## src/rtl/dfa_pkg.sv

```systemverilog
// Shared types and constants for the DFA runner and distinguishability block.
package dfa_pkg;
   localparam int MaxStates  = 16;
   localparam int MaxSymbols = 8;
   localparam int StW        = 4;
   localparam int SymW       = 3;
   localparam int TabDepth   = MaxStates * MaxSymbols;
   localparam int TabAw      = StW + SymW;

   typedef enum logic [1:0] {
      OP_WRITE   = 2'd0,
      OP_COMPUTE = 2'd1,
      OP_RESTART = 2'd2,
      OP_FEED    = 2'd3
   } opcode_type;

   typedef enum logic [1:0] {
      REG_NUM_STATES  = 2'd0,
      REG_NUM_SYMBOLS = 2'd1,
      REG_START_STATE = 2'd2,
      REG_ACCEPT_MASK = 2'd3
   } reg_index_type;

   typedef struct packed {
      logic [4:0]  num_states;
      logic [3:0]  num_symbols;
      logic [3:0]  start_state;
      logic [15:0] accept_mask;
   } cfg_type;
endpackage

```

## src/rtl/dfa_ram.sv

```systemverilog
// Generic single-port-write, single-read RAM with registered read data.
module dfa_ram #(
   parameter int Width = 4,
   parameter int Depth = 128
) (
   input  logic                     clock,
   input  logic                     wr_en,
   input  logic [$clog2(Depth)-1:0] wr_addr,
   input  logic [Width-1:0]         wr_data,
   input  logic [$clog2(Depth)-1:0] rd_addr,
   output logic [Width-1:0]         rd_data
);
   logic [Width-1:0] mem [Depth];
   logic [Width-1:0] rd_data_ff;

   always_ff @(posedge clock) begin
      if (wr_en) begin
         mem[wr_addr] <= wr_data;
      end
      rd_data_ff <= mem[rd_addr];
   end
   assign rd_data = rd_data_ff;
endmodule

```

## src/rtl/dfa_csr.sv

```systemverilog
// Configuration registers behind the APB-style port.
module dfa_csr (
   input  logic             clock,
   input  logic             reset,
   input  logic             csr_psel,
   input  logic             csr_penable,
   input  logic             csr_pwrite,
   input  logic [3:0]       csr_paddr,
   input  logic [31:0]      csr_pwdata,
   output logic [31:0]      csr_prdata,
   output dfa_pkg::cfg_type cfg
);
   dfa_pkg::cfg_type cfg_ff;
   logic             wr;
   logic [1:0]       idx;

   assign wr  = csr_psel && csr_penable && csr_pwrite;
   assign idx = csr_paddr[3:2];

   always_ff @(posedge clock) begin
      if (reset) begin
         cfg_ff.num_states  <= 5'd16;
         cfg_ff.num_symbols <= 4'd2;
         cfg_ff.start_state <= 4'd0;
         cfg_ff.accept_mask <= 16'd0;
      end else if (wr) begin
         unique case (dfa_pkg::reg_index_type'(idx))
            dfa_pkg::REG_NUM_STATES:  cfg_ff.num_states  <= csr_pwdata[4:0];
            dfa_pkg::REG_NUM_SYMBOLS: cfg_ff.num_symbols <= csr_pwdata[3:0];
            dfa_pkg::REG_START_STATE: cfg_ff.start_state <= csr_pwdata[3:0];
            dfa_pkg::REG_ACCEPT_MASK: cfg_ff.accept_mask <= csr_pwdata[15:0];
            default: ;
         endcase
      end
   end

   always_comb begin
      unique case (dfa_pkg::reg_index_type'(idx))
         dfa_pkg::REG_NUM_STATES:  csr_prdata = {27'd0, cfg_ff.num_states};
         dfa_pkg::REG_NUM_SYMBOLS: csr_prdata = {28'd0, cfg_ff.num_symbols};
         dfa_pkg::REG_START_STATE: csr_prdata = {28'd0, cfg_ff.start_state};
         dfa_pkg::REG_ACCEPT_MASK: csr_prdata = {16'd0, cfg_ff.accept_mask};
         default:                  csr_prdata = 32'd0;
      endcase
   end
   assign cfg = cfg_ff;
endmodule

```

## src/rtl/dfa_run_and_distinguish.sv

```systemverilog
// Top level: DFA runner and table-filling distinguishability engine.
//
//  port group | dir | carries
//  req_*      | in  | tdata {target_state, symbol, from_state}, tuser opcode
//  rsp_*      | out | tdata {distinct_mask, row_state, accepted, current_state}, tlast
//  csr_*      | in  | APB-style register writes and reads
//
// Write: no response. Restart: result in the cycle after accept; feed: result is
// registered in S_FEED from the RAM's registered read. Compute: S_CLEAR zeroes 16 rows,
// S_SEED marks pairs differing in acceptance; per pass over n*(n-1)/2 pairs: S_PAIR,
// S_CHK if marked, else S_PAIR then S_RDP, S_RDQ, S_CHK per symbol tried (up to s),
// until a pass marks nothing, then n rows, one per cycle while rsp_tready is high.
// The distinct matrix lives in flip-flop rows; the transition table is a RAM.
// Reset is synchronous; a held result stalls the block until rsp_tready.
module dfa_run_and_distinguish (
   input  logic        clock,
   input  logic        reset,
   input  logic        req_tvalid,
   output logic        req_tready,
   input  logic [15:0] req_tdata,  // [3:0] from_state, [6:4] symbol, [10:7] target_state
   input  logic [1:0]  req_tuser,  // [1:0] opcode
   output logic        rsp_tvalid,
   input  logic        rsp_tready,
   output logic [31:0] rsp_tdata,  // [3:0] cur, [4] accepted, [8:5] row_state, [24:9] mask
   output logic        rsp_tlast,
   input  logic        csr_psel,
   input  logic        csr_penable,
   input  logic        csr_pwrite,
   input  logic [3:0]  csr_paddr,
   input  logic [31:0] csr_pwdata,
   output logic [31:0] csr_prdata,
   output logic        csr_pready
);
   typedef enum logic [3:0] {
      S_IDLE, S_FEED, S_CLEAR, S_SEED, S_PAIR, S_RDP, S_RDQ, S_CHK, S_ROWS
   } st_type;

   dfa_pkg::cfg_type cfg;
   dfa_csr u_csr (
      .clock, .reset, .csr_psel, .csr_penable, .csr_pwrite, .csr_paddr,
      .csr_pwdata, .csr_prdata, .cfg
   );
   assign csr_pready = 1'b1;

   st_type                    state_ff;
   logic [dfa_pkg::StW-1:0]   run_ff;
   logic [dfa_pkg::StW-1:0]   p_ff, q_ff, tp_ff, k_ff;
   logic [2:0]                a_ff;
   logic                      changed_ff, ret_ff;
   logic [15:0]               dm_ff [16];
   logic                      out_v_ff, out_last_ff;
   logic [31:0]               out_data_ff;
   logic                      feed_ok_ff;

   logic [4:0]                n;
   logic [3:0]                s;
   logic [dfa_pkg::TabAw-1:0] rd_addr;
   logic [dfa_pkg::StW-1:0]   rd_data;
   logic                      wr_en;
   logic                      acc;
   logic                      hit;
   logic [dfa_pkg::StW-1:0]   f_from, f_tgt;
   logic [2:0]                f_sym;

   assign f_from = req_tdata[3:0];
   assign f_sym  = req_tdata[6:4];
   assign f_tgt  = req_tdata[10:7];

   always_comb begin
      n = cfg.num_states;
      if (n < 5'd2) n = 5'd2;
      if (n > 5'd16) n = 5'd16;
      s = cfg.num_symbols;
      if (s < 4'd1) s = 4'd1;
      if (s > 4'd8) s = 4'd8;
   end

   assign req_tready = (state_ff == S_IDLE) && !out_v_ff;
   assign wr_en = req_tvalid && req_tready &&
                  dfa_pkg::opcode_type'(req_tuser) == dfa_pkg::OP_WRITE;

   always_comb begin
      unique case (state_ff)
         S_IDLE:  rd_addr = {run_ff, f_sym};
         S_RDP:   rd_addr = {p_ff, a_ff};
         default: rd_addr = {q_ff, a_ff};
      endcase
   end

   dfa_ram #(.Width(dfa_pkg::StW), .Depth(dfa_pkg::TabDepth)) u_tab (
      .clock, .wr_en, .wr_addr({f_from, f_sym}), .wr_data(f_tgt),
      .rd_addr, .rd_data
   );

   assign acc = cfg.accept_mask[run_ff];
   // predecessor check: tp/tq both in range, distinct, and already marked
   assign hit = ({1'b0, tp_ff} < n) && ({1'b0, rd_data} < n) &&
                (tp_ff != rd_data) && dm_ff[tp_ff][rd_data];

   always_ff @(posedge clock) begin
      if (reset) begin
         state_ff <= S_IDLE;
         run_ff   <= '0;
         out_v_ff <= 1'b0;
         for (int i = 0; i < 16; i++) dm_ff[i] <= '0;
      end else begin
         // row emission sets valid itself when the previous row drains
         if (out_v_ff && rsp_tready && state_ff != S_ROWS) out_v_ff <= 1'b0;
         unique case (state_ff)
            S_IDLE: if (req_tvalid && req_tready) begin
               unique case (dfa_pkg::opcode_type'(req_tuser))
                  dfa_pkg::OP_WRITE: ;
                  dfa_pkg::OP_COMPUTE: begin
                     k_ff <= '0;
                     state_ff <= S_CLEAR;
                  end
                  dfa_pkg::OP_RESTART: begin
                     run_ff <= cfg.start_state;
                     out_data_ff <= {27'd0, cfg.accept_mask[cfg.start_state],
                                     cfg.start_state};
                     out_last_ff <= 1'b1;
                     out_v_ff <= 1'b1;
                  end
                  dfa_pkg::OP_FEED: begin
                     feed_ok_ff <= ({1'b0, f_sym} < s) && ({1'b0, run_ff} < n);
                     state_ff <= S_FEED;
                  end
                  default: ;
               endcase
            end
            S_FEED: begin
               out_data_ff <= feed_ok_ff ? {27'd0, cfg.accept_mask[rd_data], rd_data}
                                         : {27'd0, acc, run_ff};
               if (feed_ok_ff) run_ff <= rd_data;
               out_last_ff <= 1'b1;
               out_v_ff <= 1'b1;
               state_ff <= S_IDLE;
            end
            S_CLEAR: begin
               dm_ff[k_ff] <= '0;
               k_ff <= k_ff + 1'b1;
               if (k_ff == 4'd15) state_ff <= S_SEED;
            end
            S_SEED: begin
               for (int i = 0; i < 16; i++)
                  for (int j = 0; j < 16; j++)
                     if (i != j && i < n && j < n &&
                         cfg.accept_mask[i] != cfg.accept_mask[j])
                        dm_ff[i][j] <= 1'b1;
               p_ff <= '0;
               q_ff <= 4'd1;
               changed_ff <= 1'b0;
               state_ff <= S_PAIR;
            end
            S_PAIR: begin
               a_ff <= '0;
               state_ff <= dm_ff[p_ff][q_ff] ? S_CHK : S_RDP;
               ret_ff <= dm_ff[p_ff][q_ff];
            end
            S_RDP: state_ff <= S_RDQ;
            S_RDQ: begin
               tp_ff <= rd_data;
               ret_ff <= 1'b0;
               state_ff <= S_CHK;
            end
            S_CHK: begin
               // ret_ff: pair already marked, skip straight to next pair
               if (!ret_ff && hit) begin
                  dm_ff[p_ff][q_ff] <= 1'b1;
                  dm_ff[q_ff][p_ff] <= 1'b1;
                  changed_ff <= 1'b1;
               end
               if (!ret_ff && !hit && ({1'b0, a_ff} + 4'd1 < s)) begin
                  a_ff <= a_ff + 1'b1;
                  state_ff <= S_RDP;
               end else if ({1'b0, q_ff} + 5'd1 < n) begin
                  q_ff <= q_ff + 1'b1;
                  state_ff <= S_PAIR;
               end else if ({1'b0, p_ff} + 5'd2 < n) begin
                  p_ff <= p_ff + 1'b1;
                  q_ff <= p_ff + 4'd2;
                  state_ff <= S_PAIR;
               end else if (changed_ff || (!ret_ff && hit)) begin
                  p_ff <= '0;
                  q_ff <= 4'd1;
                  changed_ff <= 1'b0;
                  state_ff <= S_PAIR;
               end else begin
                  k_ff <= '0;
                  state_ff <= S_ROWS;
               end
            end
            S_ROWS: if (!out_v_ff || rsp_tready) begin
               out_data_ff <= {7'd0, dm_ff[k_ff], k_ff, 5'd0};
               out_last_ff <= ({1'b0, k_ff} + 5'd1 == n);
               out_v_ff <= 1'b1;
               k_ff <= k_ff + 1'b1;
               if ({1'b0, k_ff} + 5'd1 == n) state_ff <= S_IDLE;
            end
            default: state_ff <= S_IDLE;
         endcase
      end
   end

   assign rsp_tvalid = out_v_ff;
   assign rsp_tdata  = out_data_ff;
   assign rsp_tlast  = out_last_ff;
endmodule

```

## config.mk

```make
export PLATFORM = sky130hd
export DESIGN_NAME = dfa_run_and_distinguish
export DESIGN_NICKNAME = d
export VERILOG_FILES = /design/src/rtl/dfa_pkg.sv /design/src/rtl/dfa_ram.sv /design/src/rtl/dfa_csr.sv /design/src/rtl/dfa_run_and_distinguish.sv
export SDC_FILE = /design/constraint.sdc
export NUM_CORES = 2
export LEC_CHECK = 0
export BUFFER_PORTS_ARGS = -buffer_cell sky130_fd_sc_hd__buf_2
export CAP_MARGIN = 20
export CELL_PAD_IN_SITES_DETAIL_PLACEMENT = 0
export CELL_PAD_IN_SITES_GLOBAL_PLACEMENT = 1
export CORE_ASPECT_RATIO = 1.2
export CORE_MARGIN = 2
export CORE_UTILIZATION = 49
export CTS_BUF_LIST = sky130_fd_sc_hd__clkbuf_8
export DETAILED_ROUTE_END_ITERATION = 16
export MAX_ROUTING_LAYER = met4
export PLACE_DENSITY_LB_ADDON = 0.1
export SYNTH_ARGS = -nofsm -noshare
export SYNTH_HDL_FRONTEND = slang
export SYNTH_SLANG_ARGS = --single-unit
```

## constraint.sdc

```tcl
create_clock -name clock -period 5.8 [get_ports clock]
set_clock_uncertainty 0.2 [all_clocks]
set_input_delay 0.87 -clock clock [delete_from_list [all_inputs] [get_ports clock]]
set_output_delay 0.87 -clock clock [all_outputs]
set_load 0.05 [all_outputs]
```

==> flow_metrics.tcl <==
set metrics [dict create \
    synth_most_common_cell "edfxtp_1" \
    post_cts_buffers 0 \
    portBuffers 81 \
    relSlewSlack_pct 17.73 \
    cell_internal_pwr_mw 9.832 \
    synth_edf_count 560 \
    cts_resized 0 \
    period_needed_ps 5450 \
    dr_total_vias 36754 \
    p_total_mw 13.76 \
    synth_top_cell_by_area "edfxtp_1" \
    cp.required_ps 6360 \
    switching_power_mw 3.929 \
    rsz0062_at_grt "false" \
    ys_types 87 \
    clkPwrFrac_pct 38.8 \
    grt_overflow 0 \
    tightest_slew_ps 1233 \
    area_delta_synth_final_pct 11.29 \
    drive_above_1_share_pct 23.84 \
    whs_ps 59.76 \
    die_x_um 283.4 \
    first_pass_iters 8 \
    place_hpwl_um 138100 \
    seqCellArea_um2 23050 \
    async_reset_ff_share_pct 0 \
    ys_seq_area_share_pct 50.14 \
    finalWirelength_um 206200 \
    min_to "u_csr.cfg[5]$_SDFFE_PP0P_" \
    irDropWorstVdd_mv 0.2472 \
    num_io_pins 129 \
    drcViolationCount 0 \
    outcome "completed" \
    synth.top_cell.area_share_pct 36.63 \
    grt_pass1_wl_um 285100 \
    synth_ff_type "edfxtp_1" \
    hp-class "primary input to register" \
    antenna_left 0 \
    critPathCaptureType "register" \
    reg2reg_depth 12 \
    worstReg2RegEnd "dm_ff[3][3]$_DFF_P_" \
    whs_path_depth 3 \
    tritoncts "built" \
    grtUsageTotal_pct 44.07 \
    numCtsBuffers 142 \
    cp_max_fo 19 \
    gp_congestion 1.081 \
    crit_path_start_kind "register" \
    seqPwrFrac_pct 49.1 \
    multiInputGateArea_um2 21420 \
    drt_iter0_markers 5321 \
    post_drt_wl_per_cell_um 40.54 \
    synth.avg_cell_area_um2 12.73 \
    die_y_um 339.3 \
    synthCells 3607 \
    period_share_pct 93.96 \
    path_clk_slew_ps 60 \
    ys.warnings.count 0 \
    grt_max_degree 175 \
    grt_pass1_vias 36070 \
    final_nets 3803 \
    setup_viol 0 \
    cts_buffer_depth 3 \
    power.leakage_nw 16.58 \
    ys_ff_latch 870 \
    clk_latency_ps 870 \
    hp-start "csr_pwdata[5]" \
    p_per_area_nw_per_um2 269.3 \
    ff2ff_setup_slack_ps 350 \
    synth.cell_area_um2 45910 \
    max_cap_violations 0 \
    slew_violations 0 \
    dieArea_um2 96170 \
    start_util_pct 49.23 \
    antenna_found_initial 15 \
    rows 123 \
    htreeDepth 4 \
    p_sw_share_pct 28.55 \
    via_per_inst 7.227 \
    ctsHoldBuffers 0 \
    fill_cells 7966 \
    synth_common_cells "560 x edfxtp_1, 399 x nor2_1, 369 x mux4_2, 310 x dfxtp_1, 206 x nand2_1" \
    p_comb_share_pct 12.1 \
    clkSinkCount 870 \
    worstSetupPathType "register to register" \
    synth.area.top_cells "edfxtp_1 37%, mux4_2 18%, dfxtp_1 14%, mux2i_1 3.7%, o221ai_1 3.4%" \
    root_buffer "clkbuf_8" \
    cp.arrival_ps 6010 \
    clock.fmax_ghz 0.1835 \
    hold_violations 0 \
    setup_tns_ps 0 \
    coreArea_um2 93260 \
]
==> worst max-delay path, cell delays in order, from the launching register on <==
cell and delay (ps):
dfxtp_1 970, nor4bb_1 220, buf_2 250, buf_4 200, a22oi_1 680, o211ai_1 200
a221o_1 320, nand4_2 310, a22o_1 220, buf_4 340, and2_1 340, nand2_1 630
o221ai_1 450
==> layer usage <==
layer	vias up	track usage (%)	share of wire [%]	wire, um
met3	1012	13.24	11	22360
met4	0	36.65	11	22210
met1	18326	48.89	33	68930
met5	-	-	0	0
met2	2898	65.51	45	92710
li1	14518	-	-	-
==> kinds of logic after synthesis <==
| kind of cell | synth area share [%] |
|---|---|
| AOI/OAI and AO/OA | 11.83 |
| xor gates and xnor gates | 2.594 |
| adders and majority gates | 0.8993 |
| buffers and inverters | 3.655 |
| DFF | 50.14 |
| muxes | 22.42 |
| other | 0.01636 |
| and+or+nand+nor | 8.443 |
==> flip-flops by register name, indices dropped and copies added, names as in the netlist, named ones only <==
name	count
state_ff	4
q_ff	4
ret_ff	1
run_ff	4
rsp_tdata	25
feed_ok_ff	1
rsp_tlast	1
tp_ff	4
u_tab.mem	512
dm_ff	256
changed_ff	1
k_ff	4
u_tab.rd_data	4
rsp_tvalid	1
a_ff	3
u_csr.cfg	29
p_ff	4
==> power groups by stage <==
| stage | Clock (mW) | Combinational, mW | Sequential [mW] |
|---|---|---|---|
| after floorplan | 0 | 1.06 | 6.79 |
| after global routing | 5.64 | 1.72 | 6.75 |
| after global placement | 0 | 1.60 | 6.87 |
| final | 5.34 | 1.67 | 6.75 |
| after CTS | 5.38 | 1.63 | 6.74 |
| after detailed placement | 0 | 1.63 | 6.87 |
==> worst max path at each step <==
stage                                     startpoint  cells past startpoint  slack, ps                      to
after floorplan             state_ff[1]$_SDFFE_PP0P_                      5        910  rsp_tdata[0]$_DFFE_PP_
after global placement                      register                     12        520    dm_ff[6][10]$_DFF_P_
after detailed placement                    register                     12        720    dm_ff[6][10]$_DFF_P_
after CTS                                   register                     12        700    dm_ff[6][10]$_DFF_P_
after global routing      u_csr.cfg[28]$_SDFFE_PP1P_                     14        340     dm_ff[2][8]$_DFF_P_
final                                       register                     12        350     dm_ff[3][3]$_DFF_P_
==> metrics by stage <==
stage	utilization (%)	area (um^2)	setup WS [ps]	cells
3_5_place_dp	51.68	48200	724.4	4806
2_1_floorplan	-	46000	914.2	3629
3_3_place_gp	51.63	48150	517.2	4803
6_report	54.79	51100	350.2	5086
5_1_grt	54.78	51090	340.4	5082
4_1_cts	54.64	50960	697.1	5058
==> placed cells by master (no fill, tap or decap), types with 16 or more instances in the layout <==
master	count
edfxtp_1	560
nor2_1	393
mux4_2	369
dfxtp_1	298
nand2_1	205
o221ai_1	180
mux2i_1	169
buf_4	168
clkbuf_8	155
a21oi_1	129
o22ai_1	128
xnor2_1	105
inv_1	102
buf_2	77
o21ai_0	70
nand3_1	56
a221oi_1	56
and3_1	44
nor3_1	39
ha_1	33
xor2_1	31
conb_1	24
nand2b_1	23
and2_1	22
mux2_2	22
nor2b_1	20
diode_2	19
clkinv_1	18
o21a_1	18
o211ai_1	17
a221o_1	16
==> area by class of cell <==
cell class | count | share of cell area, %
inverter | 52 | 0.3869
multi-input combinational | 2374 | 41.93
tap | 1250 | 3.061
sequential | 870 | 45.11
antenna | 19 | 0.09305
clock buffer | 155 | 4.175
timing repair buffer | 269 | 4.014
clock inverter | 97 | 1.234
(Power assumes the default switching activity.)
